## src/hw/rtl/mid_pkg.sv

```systemverilog
// Package with constants, codes and types for the multichannel input debouncer.
package mid_pkg;

    localparam int CHANNELS     = 64;
    localparam int NOISE_WINDOW = 100;

    localparam int CHAN_W   = 6;
    localparam int LEVEL_W  = 2;
    localparam int CFG_W    = 16;
    localparam int CNT_W    = 16;
    localparam int TIMER_W  = 7;
    localparam int GROUPS   = 4;
    localparam int GROUP_W  = 2;
    localparam int GBITS    = 16;
    localparam int CHAN_AW  = (CHANNELS > 1) ? $clog2(CHANNELS) : 1;
    localparam int CFG_AW   = 2;

    localparam logic [LEVEL_W-1:0] LVL_OFF   = 2'd0;
    localparam logic [LEVEL_W-1:0] LVL_ON    = 2'd1;
    localparam logic [LEVEL_W-1:0] LVL_FAULT = 2'd2;

    localparam logic [CFG_AW-1:0] CFG_NOISE_LIMIT = 2'd0;
    localparam logic [CFG_AW-1:0] CFG_ON_SETTLE   = 2'd1;
    localparam logic [CFG_AW-1:0] CFG_OFF_SETTLE  = 2'd2;

    localparam logic [CNT_W-1:0] CNT_SATURATED = 16'hFFFF;

    // Per-channel state word held in the state RAM.
    typedef struct packed {
        logic [LEVEL_W-1:0] last_level;
        logic [LEVEL_W-1:0] filtered;
        logic [CNT_W-1:0]   settle_count;
        logic [TIMER_W-1:0] window_timer;
        logic [CNT_W-1:0]   change_count;
    } chan_state_t;

    localparam int STATE_W = $bits(chan_state_t);

    typedef struct packed {
        logic [CFG_W-1:0] noise_limit;
        logic [CFG_W-1:0] on_settle;
        logic [CFG_W-1:0] off_settle;
    } cfg_t;

    // Result of one channel update.
    typedef struct packed {
        logic               wr_en;
        chan_state_t        state;
        logic [LEVEL_W-1:0] flev;
        logic               noisy;
        logic [GBITS-1:0]   group_word;
    } tick_res_t;

endpackage

```

## src/hw/rtl/mid_state_ram.sv

```systemverilog
// Per-channel state RAM with registered read and valid bits that read as zero.
module mid_state_ram
    import mid_pkg::*;
(
    input  logic                clk,
    input  logic                rst_n,
    input  logic                rd_en,
    input  logic [CHAN_AW-1:0]  rd_addr,
    output chan_state_t         rd_data,
    input  logic                wr_en,
    input  logic [CHAN_AW-1:0]  wr_addr,
    input  chan_state_t         wr_data
);

    chan_state_t             mem [CHANNELS];
    logic [CHANNELS-1:0]     valid_reg;
    chan_state_t             rd_data_reg;
    logic                    rd_valid_reg;

    always_ff @(posedge clk)
    begin
        if (wr_en)
        begin
            mem[wr_addr] <= wr_data;
        end
        if (rd_en)
        begin
            rd_data_reg <= mem[rd_addr];
        end
    end

    always_ff @(posedge clk or negedge rst_n)
    begin
        if (!rst_n)
        begin
            valid_reg    <= '0;
            rd_valid_reg <= 1'b0;
        end
        else
        begin
            if (wr_en)
            begin
                valid_reg[wr_addr] <= 1'b1;
            end
            if (rd_en)
            begin
                rd_valid_reg <= valid_reg[rd_addr];
            end
        end
    end

    // A never-written entry reads as the reset state.
    assign rd_data = rd_valid_reg ? rd_data_reg : '0;

endmodule

```

## src/hw/rtl/mid_tick_unit.sv

```systemverilog
// Debounce, settle and noise-window update for one channel sample.
module mid_tick_unit
    import mid_pkg::*;
(
    input  chan_state_t         cur,
    input  logic [LEVEL_W-1:0]  level,
    input  logic [CHAN_W-1:0]   channel,
    input  logic                in_range,
    input  cfg_t                cfg,
    input  logic [GBITS-1:0]    group_in,
    output tick_res_t           res
);

    logic [LEVEL_W-1:0] sample;
    chan_state_t        nxt;
    logic [3:0]         bit_idx;
    logic [GBITS-1:0]   bit_mask;

    always_comb
    begin
        // Reject the unused level code: treat it as a repeat.
        sample = (level > LVL_FAULT) ? cur.last_level : level;
        nxt    = cur;

        if (cur.window_timer < TIMER_W'(NOISE_WINDOW))
        begin
            nxt.window_timer = cur.window_timer + TIMER_W'(1);
        end
        else if (cur.change_count > cfg.noise_limit)
        begin
            nxt.change_count = CNT_SATURATED;
        end
        else
        begin
            nxt.change_count = '0;
            nxt.window_timer = '0;
        end

        if (sample == LVL_FAULT)
        begin
            nxt.filtered   = LVL_FAULT;
            nxt.last_level = LVL_FAULT;
        end
        else
        begin
            if (sample != cur.last_level)
            begin
                nxt.change_count = nxt.change_count + CNT_W'(1);
                nxt.settle_count = (sample == LVL_ON) ? cfg.on_settle : cfg.off_settle;
            end
            else if (cur.settle_count == '0)
            begin
                nxt.filtered = sample;
            end
            else
            begin
                nxt.settle_count = cur.settle_count - CNT_W'(1);
            end
            nxt.last_level = sample;
        end

        bit_idx  = channel[3:0];
        bit_mask = GBITS'(1) << bit_idx;

        res.wr_en = in_range;
        res.state = nxt;
        if (in_range)
        begin
            res.flev       = nxt.filtered;
            res.noisy      = (nxt.change_count > cfg.noise_limit);
            res.group_word = (nxt.filtered == LVL_ON) ? (group_in | bit_mask)
                                                      : (group_in & ~bit_mask);
        end
        else
        begin
            res.flev       = LVL_FAULT;
            res.noisy      = 1'b0;
            res.group_word = group_in;
        end
    end

endmodule

```

## src/hw/rtl/multichannel_input_debouncer_top.sv

```systemverilog
// Top level of the multichannel input debouncer: RAM pipeline, config and stream ports.
// Takes one sample transaction per cycle and returns one result transaction per sample,
// passed through the update stage and the output register. Per-channel state lives in
// a 64-entry RAM with a registered read; the update stage writes back as it hands on its result
// and forwards its write to a sample for the same channel accepted at that edge, so
// back-to-back samples on one channel need no bubble. Reset state comes from per-entry
// valid bits, so there is no clearing pass. Results sit in an output register; the
// input stalls only while that register and the update stage are both full and the
// result side is not ready.
module multichannel_input_debouncer_top
    import mid_pkg::*;
(
    input  logic                clk,
    input  logic                rst_n,
    input  logic                s_axis_tvalid,
    output logic                s_axis_tready,
    input  logic [7:0]          s_axis_tdata,   // channel[5:0], level[7:6]
    output logic                m_axis_tvalid,
    input  logic                m_axis_tready,
    // out_channel[5:0], filtered_level[7:6], noisy[8], group_index[10:9],
    // group_word[26:11], zero fill [31:27]
    output logic [31:0]         m_axis_tdata,
    input  logic                cfg_wr_en,
    input  logic [CFG_AW-1:0]   cfg_addr,
    input  logic [CFG_W-1:0]    cfg_wdata
);

    cfg_t                cfg_reg;
    logic [GBITS-1:0]    bitmap_reg [GROUPS];

    logic                s1_valid_reg;
    logic [CHAN_W-1:0]   s1_chan_reg;
    logic [LEVEL_W-1:0]  s1_level_reg;
    logic                fwd_hit_reg;
    chan_state_t         fwd_data_reg;

    logic                out_valid_reg;
    logic [CHAN_W-1:0]   out_chan_reg;
    logic [LEVEL_W-1:0]  out_flev_reg;
    logic                out_noisy_reg;
    logic [GBITS-1:0]    out_word_reg;

    logic                accept;
    logic                out_load;
    logic                s1_fire;
    logic [CHAN_W-1:0]   in_chan;
    logic [LEVEL_W-1:0]  in_level;
    logic                s1_in_range;
    logic [GROUP_W-1:0]  s1_group;
    chan_state_t         ram_rd;
    chan_state_t         cur_state;
    tick_res_t           res;
    logic                wr_en;
    logic [CHAN_AW-1:0]  wr_addr;

    assign in_chan  = s_axis_tdata[CHAN_W-1:0];
    assign in_level = s_axis_tdata[CHAN_W+LEVEL_W-1:CHAN_W];

    assign out_load      = !out_valid_reg || m_axis_tready;
    assign s_axis_tready = !s1_valid_reg || out_load;
    assign accept        = s_axis_tvalid && s_axis_tready;
    assign s1_fire       = s1_valid_reg && out_load;

    assign s1_in_range = {1'b0, s1_chan_reg} < (CHAN_W+1)'(CHANNELS);
    assign s1_group    = s1_chan_reg[CHAN_W-1:CHAN_W-GROUP_W];
    assign wr_en       = s1_fire && res.wr_en;
    assign wr_addr     = s1_chan_reg[CHAN_AW-1:0];

    mid_state_ram u_ram (
        .clk     (clk),
        .rst_n   (rst_n),
        .rd_en   (accept),
        .rd_addr (in_chan[CHAN_AW-1:0]),
        .rd_data (ram_rd),
        .wr_en   (wr_en),
        .wr_addr (wr_addr),
        .wr_data (res.state)
    );

    // Take the write-back in place of the stale read on a same-channel overlap.
    assign cur_state = fwd_hit_reg ? fwd_data_reg : ram_rd;

    mid_tick_unit u_tick (
        .cur      (cur_state),
        .level    (s1_level_reg),
        .channel  (s1_chan_reg),
        .in_range (s1_in_range),
        .cfg      (cfg_reg),
        .group_in (bitmap_reg[s1_group]),
        .res      (res)
    );

    always_ff @(posedge clk or negedge rst_n)
    begin
        if (!rst_n)
        begin
            cfg_reg.noise_limit <= CFG_W'(10);
            cfg_reg.on_settle   <= CFG_W'(5);
            cfg_reg.off_settle  <= CFG_W'(5);
        end
        else if (cfg_wr_en)
        begin
            case (cfg_addr)
                CFG_NOISE_LIMIT: cfg_reg.noise_limit <= cfg_wdata;
                CFG_ON_SETTLE:   cfg_reg.on_settle   <= cfg_wdata;
                CFG_OFF_SETTLE:  cfg_reg.off_settle  <= cfg_wdata;
                default:         cfg_reg             <= cfg_reg;
            endcase
        end
    end

    always_ff @(posedge clk or negedge rst_n)
    begin
        if (!rst_n)
        begin
            for (int g = 0; g < GROUPS; g++)
            begin
                bitmap_reg[g] <= '0;
            end
        end
        else if (wr_en)
        begin
            bitmap_reg[s1_group] <= res.group_word;
        end
    end

    always_ff @(posedge clk or negedge rst_n)
    begin
        if (!rst_n)
        begin
            s1_valid_reg  <= 1'b0;
            fwd_hit_reg   <= 1'b0;
            out_valid_reg <= 1'b0;
        end
        else
        begin
            if (accept)
            begin
                s1_valid_reg <= 1'b1;
                fwd_hit_reg  <= wr_en && (wr_addr == in_chan[CHAN_AW-1:0]);
            end
            else if (s1_fire)
            begin
                s1_valid_reg <= 1'b0;
            end
            if (out_load)
            begin
                out_valid_reg <= s1_valid_reg;
            end
        end
    end

    always_ff @(posedge clk)
    begin
        if (accept)
        begin
            s1_chan_reg  <= in_chan;
            s1_level_reg <= in_level;
            fwd_data_reg <= res.state;
        end
        if (s1_fire)
        begin
            out_chan_reg  <= s1_chan_reg;
            out_flev_reg  <= res.flev;
            out_noisy_reg <= res.noisy;
            out_word_reg  <= res.group_word;
        end
    end

    assign m_axis_tvalid = out_valid_reg;
    assign m_axis_tdata  = {5'b0, out_word_reg, out_chan_reg[CHAN_W-1:CHAN_W-GROUP_W],
                            out_noisy_reg, out_flev_reg, out_chan_reg};

endmodule

```

## config.mk

```make
export PLATFORM = sky130hd
export DESIGN_NAME = multichannel_input_debouncer_top
export DESIGN_NICKNAME = d
export VERILOG_FILES = /design/src/hw/rtl/mid_pkg.sv /design/src/hw/rtl/mid_state_ram.sv /design/src/hw/rtl/mid_tick_unit.sv /design/src/hw/rtl/multichannel_input_debouncer_top.sv
export SDC_FILE = /design/constraint.sdc
export NUM_CORES = 2
export LEC_CHECK = 0
export BUFFER_PORTS_ARGS = -buffer_cell sky130_fd_sc_hd__buf_2
export CORE_MARGIN = 4
export CORE_UTILIZATION = 45
export CTS_CLUSTER_DIAMETER = 50
export DETAILED_ROUTE_END_ITERATION = 16
export RECOVER_POWER = 100
export SLEW_MARGIN = 20
export SYNTH_ARGS = -nofsm -noshare
export SYNTH_HDL_FRONTEND = slang
export SYNTH_SLANG_ARGS = --single-unit
export TNS_END_PERCENT = 100
```

## constraint.sdc

```tcl
create_clock -name clk -period 12.5 [get_ports clk]
set_input_delay 2.5 -clock clk [delete_from_list [all_inputs] [get_ports clk]]
set_output_delay 2.5 -clock clk [all_outputs]
set_load 0.02 [all_outputs]
```

# After elaboration in Yosys (flattened, before gate mapping)
# Memories as Yosys holds them, arrays and structs flattened. A register that Yosys moved wholly into a read port is not among the register bits.
# Index checks and enable logic that the tools add are counted.
# op_classes
muxes	31
n_lt_le_gt_ge	9
reduce_logical	15
add_sub_neg	3
n_eq_ne	7
bitwise	5
n_shift	1
# op_table
cell	n
$mux 16	12
$mux 43	2
$bwmux 64	1
$or 64x64->64	1
$bmux 16 s2	1
$demux 16 s2	1
$gt 16x16->1	2
$add 16x1->16 const B	1
$and 16x16->16	1
$logic_not 16->1	1
$not 16->16	1
$or 16x16->16	1
$shl 1x4->16 const A	1
$sub 16x1->16 const B	1
$lt 6x7->1 const B	2
$mux 7	2
$add 7x1->7 const B	1
$lt 7x7->1 const B	1
$bmux 1 s6	1
$demux 1 s6	1
$eq 2x1->1 const B	3
$eq 6x6->1	1
$ge 6x1->1 const B	1
$mux 1	6
other kinds (14)	25
# totals
mem_count	1
inputBits	31
reg_bits	256
elab_cells	95
ram_bits	2752
# memory_table
memory	words	width	rd	rd_clocked_by_memory_dff	write_ports	line_no	text
u_ram.mem	64	43	1	1	1	mid_state_ram.sv:15	chan_state_t mem [CHANNELS];

# Logic depth before layout (Yosys ltp)
# depth
word_depth	9
depth_mapped	29
depth_no_buf	24

# Modules after synthesis
# From an unflattened synthesis, not the netlist that was laid out.
# hier_totals
cells_unflattened	5194
area_unflattened_um2	118917.8
# modules_own_cells
module	n_inst	cells_per_inst	area_each_um2	seq_area_each_um2
mid_state_ram	1	4372	108559.1	85557.1
multichannel_input_debouncer_top	1	415	7699.9	5167.5
mid_tick_unit	1	407	2658.8	0.0

# Worst setup path after synthesis
# OpenSTA, ideal clock, no wires.
# synth_timing
path_type	reg2reg
startpoint	reg fwd_hit_reg
endpoint	reg out_noisy_reg, data pin
slack_ns	3.578
path_buffers	6
arrival_ns	8.650
stages_incl_launch_ff	27
t_required_ns	12.228
path_cell_list	dfrtp_1 -> buf_6 -> buf_6 -> buf_6 -> buf_6 -> buf_2 -> buf_1 -> a22oi_1 -> inv_1 -> ha_1 -> nand4_1 -> or4_1 -> a21oi_1 -> nor2_1 -> ha_1 -> inv_1 -> a2111oi_1 -> nor3_1 -> nor2_1 -> and3_1 -> nor4_1 -> ha_1 -> o21a_1 -> o21ai_0 -> a21oi_1 -> o21ai_0 -> a21oi_1
# synth_lines
element	line_no	text
from (decl)	multichannel_input_debouncer_top.sv:34	logic fwd_hit_reg;
from (signal assigned)	multichannel_input_debouncer_top.sv:140	fwd_hit_reg <= wr_en && (wr_addr == in_chan[CHAN_AW-1:0]);
to (signal assigned)	multichannel_input_debouncer_top.sv:165	out_noisy_reg <= res.noisy;
to (decl)	multichannel_input_debouncer_top.sv:40	logic out_noisy_reg;

==> flow_metrics.py <==
metrics = {
    "worst_setup_path": {
        "r2r_end": "out_noisy_reg",
        "ff2ff_path_depth": 20,
        "path_class": "input port to register",
        "cp-end-kind": "register",
        "cp_data_required_time_ns": 13.12,
        "crit_fanout": 91,
        "start_kind": "input port",
        "rr_startpoint": "u_ram.rd_valid_reg",
        "r2r_slack_ns": 2.51,
        "crit_arrival_ns": 10.83,
    },
    "routing": {
        "drt_wl_total_um": 321000,
        "drtPass1Iterations": 6,
        "drc": 0,
        "vias_per_cell": 6.25,
        "ant_nets": 0,
        "vias": 58200,
        "drt_iter0_markers": 7860,
        "wl_per_cell_um": 34.5,
    },
    "finish": {
        "drive_above_1_share_pct": 27.9,
        "utilization_pct": 51.1,
        "syn_to_final_growth_pct": 13.0,
        "fin_area_um2": 134000,
        "nets": 5619,
        "largest_reg_flops": 2752,
    },
    "hold_path": {
        "holdPathStages": 1,
        "min-delay-path-class": "register to register",
        "worst_hold_startpoint": "u_ram.valid_reg[10]",
        "holdPathEnd": "u_ram.valid_reg[10]",
    },
    "die": {
        "rows": 188,
        "start_util_pct": 45.3,
        "die_h_um": 522,
        "dieArea_um2": 272000,
        "core_um2": 263000,
        "chipWidth_um": 522,
        "boundaryPins": 65,
    },
    "global_routing": {
        "antenna_found_initial": 17,
        "grt_overflow": 0,
        "grt_pass1_wl_um": 452000,
        "grt_use_total_pct": 23.6,
        "grt_pass1_vias": 57900,
        "grt_max_degree": 124,
    },
    "clocking": {
        "cts_buffers": 332,
        "post_cts_resized": 0,
        "clk_path_buf_depth": 4,
        "cts_sinks": 3051,
        "post_cts_buffers": 0,
        "cts-hold-fix-buffers": 0,
        "cts_tree": "built",
        "clock-root-buffer": "clkbuf_16",
        "clkLatencyLatePin_ns": 0.96,
        "clk_pin_slew_ns": 0.06,
        "htreeDepth": 5,
    },
    "power": {
        "ir_worst_vdd_mv": 0.158,
        "seqPwrFrac_pct": 50.8,
        "pwr-share-clk_pct": 39.9,
        "p_leak_nw": 42.8,
        "netSwitchingPower_mw": 5.63,
        "sw_frac_of_total_pct": 23.2,
        "p_comb_share_pct": 9.3,
        "pwr_density_cell_nw_per_um2": 181,
        "p_int_mw": 18.7,
    },
    "status": {
        "status": "finished with violations",
        "violations": "capacitance limit, slew limit",
    },
    "sta": {
        "finalSetupTns_ns": 0,
        "hold_viol_final": 0,
        "finalCritPeriodShare_pct": 81.7,
        "fin_skew_ns": 0.0514,
        "setup_viol": 0,
        "fmax_mhz": 97.9,
        "period_minus_slack_ns": 10.21,
        "rsz0062_at_grt": "no",
        "worst_pin_slew_ns": 7.16,
        "maxSlewHeadroom_pct": -377,
        "maxSlewViolCount": 5999,
    },
    "synth": {
        "yosysUniqueCellTypes": 77,
        "ys_seq_area_share_pct": 76.4,
        "synth.cell_area_um2": 119000,
        "avgSynthCellArea_um2": 22.5,
        "ys.warnings.count": 0,
        "synthArstFlopShare_pct": 5.90,
        "synth-main-ff-cell": "edfxtp_1",
        "ys_ff_latch": 3051,
        "synth-edff-count": 2871,
        "synthCells": 5273,
    },
    "place": {
        "dp_hpwl_um": 167000,
        "port_buffers": 59,
        "place_area_um2": 125000,
        "routabilityCongestion": 0.873,
    },
    "run": {
        "maxCapViolCount": 171,
    },
}
final cells by class:
cell class	count	area [um2]
Antenna cell	5	12.5
Clock buffer	406	8880
Clock inverter	179	1880
Fill cell	20600	128000
Inverter	30	114
Multi-Input combinational cell	1902	26900
Sequential cell	3051	90700
Tap cell	3515	4400
Timing Repair Buffer	236	1270
metrics by stage:
step | cells | hold slack (ns) | setup slack [ns] | total power [mW]
floorplan | 5277 | 0.424 | 3.58 | 13.9
global placement | 8732 | 0.446 | 4.57 | 14.7
finish | 9324 | 0.459 | 2.29 | 24.3
detailed placement | 8733 | 0.447 | 4.52 | 14.8
global route | 9321 | 0.472 | 1.94 | 25.2
CTS | 9318 | 0.461 | 4.52 | 24.4
cells by family after synthesis:
logic type,after synthesis,share of synthesized area [%]
xor+xnor,14,0.103
compound gates,365,2.26
simple gates,529,2.18
buf+inv,324,1.21
other cells,1,0.00316
mux,954,17.5
fa+ha+maj,35,0.369
flops,3051,76.4
worst max-delay path by stage:
stage                            start                    end  slack [ns]  cells past startpoint
global placement    u_ram.rd_valid_reg          out_noisy_reg        4.57                     21
global route        u_ram.rd_valid_reg          out_noisy_reg        1.94                     23
finish                 s_axis_tdata[1]  u_ram.rd_data_reg[13]        2.29                      7
floorplan                  fwd_hit_reg          out_noisy_reg        3.58                     26
CTS                 u_ram.rd_valid_reg          out_noisy_reg        4.52                     21
detailed placement  u_ram.rd_valid_reg          out_noisy_reg        4.52                     21
power by group through the flow:
stage                     Sequential [mW]  Combinational [mW]  Clock (mW)
final                                12.4                2.27        9.70
after global routing                 12.4                2.46        10.3
after CTS                            12.3                2.32        9.86
after detailed placement             12.5                2.32           0
after global placement               12.4                2.25           0
after floorplan                      12.5                1.40           0
cells in the mapped netlist, types with 7 or more instances:
library cell  count  area, um2
buf_1            34        128
nor2b_1           9       56.3
nor4_1            7       43.8
o21bai_4         10        188
inv_1            30        113
nand3_1          27        135
nand3b_1         14        105
a211oi_1         10       75.1
nand2_1         150        563
mux2_2           40        450
o21a_1            9       67.6
a21oi_1          23        115
a22oi_1          90        676
ha_1             35        438
or2_2            70        438
mux2i_1          19        190
mux4_2          895      20200
xnor2_1          12        105
and2_1           12       75.1
nand2b_1          8       50.1
edfxtp_1       2871      86200
nor2_1          164        616
clkbuf_1        167        627
a22o_1           17        149
o31ai_1          13       97.6
buf_6             9        101
buf_4            18        135
o21ai_0          48        240
nor3_1           12       60.1
nand4_1          22        138
a31oi_1          71        444
buf_2            66        330
o22ai_1          21        131
dfrtp_1         174       4350
worst max-delay path: stages:
cell and delay, ns:
buf_8 0.48, clkbuf_1 4.89, buf_4 1.27, mux4_2 0.46, mux4_2 0.49, o22ai_1 0.28
nor2_1 0.27
layout by cell type, fill, tap and decap left out, types with 34 or more instances in the layout:
| cell | netlist | final |
|---|---|---|
| bufinv_16 | 0 | 35 |
| dfrtp_1 | 174 | 173 |
| buf_4 | 18 | 41 |
| mux4_2 | 895 | 895 |
| mux2_2 | 40 | 34 |
| a22oi_1 | 90 | 90 |
| edfxtp_1 | 2871 | 2871 |
| or2_2 | 70 | 69 |
| ha_1 | 35 | 35 |
| clkbuf_16 | 0 | 340 |
| nor2_1 | 164 | 144 |
| a31oi_1 | 71 | 71 |
| clkinv_1 | 0 | 55 |
| clkbuf_1 | 167 | 212 |
| o21ai_0 | 48 | 43 |
| nand2_1 | 150 | 150 |
| clkinv_2 | 0 | 41 |
per-layer routing:
layer | track usage (%) | wire length (um) | share of wire (%)
met2 | 37.3 | 153000 | 48
met1 | 33.8 | 130000 | 40
met5 | 0 | 26 | 0.0081
met4 | 6.38 | 9410 | 2.9
met3 | 4.75 | 28900 | 9.0
Note: power is estimated with default switching activity, not from simulation.
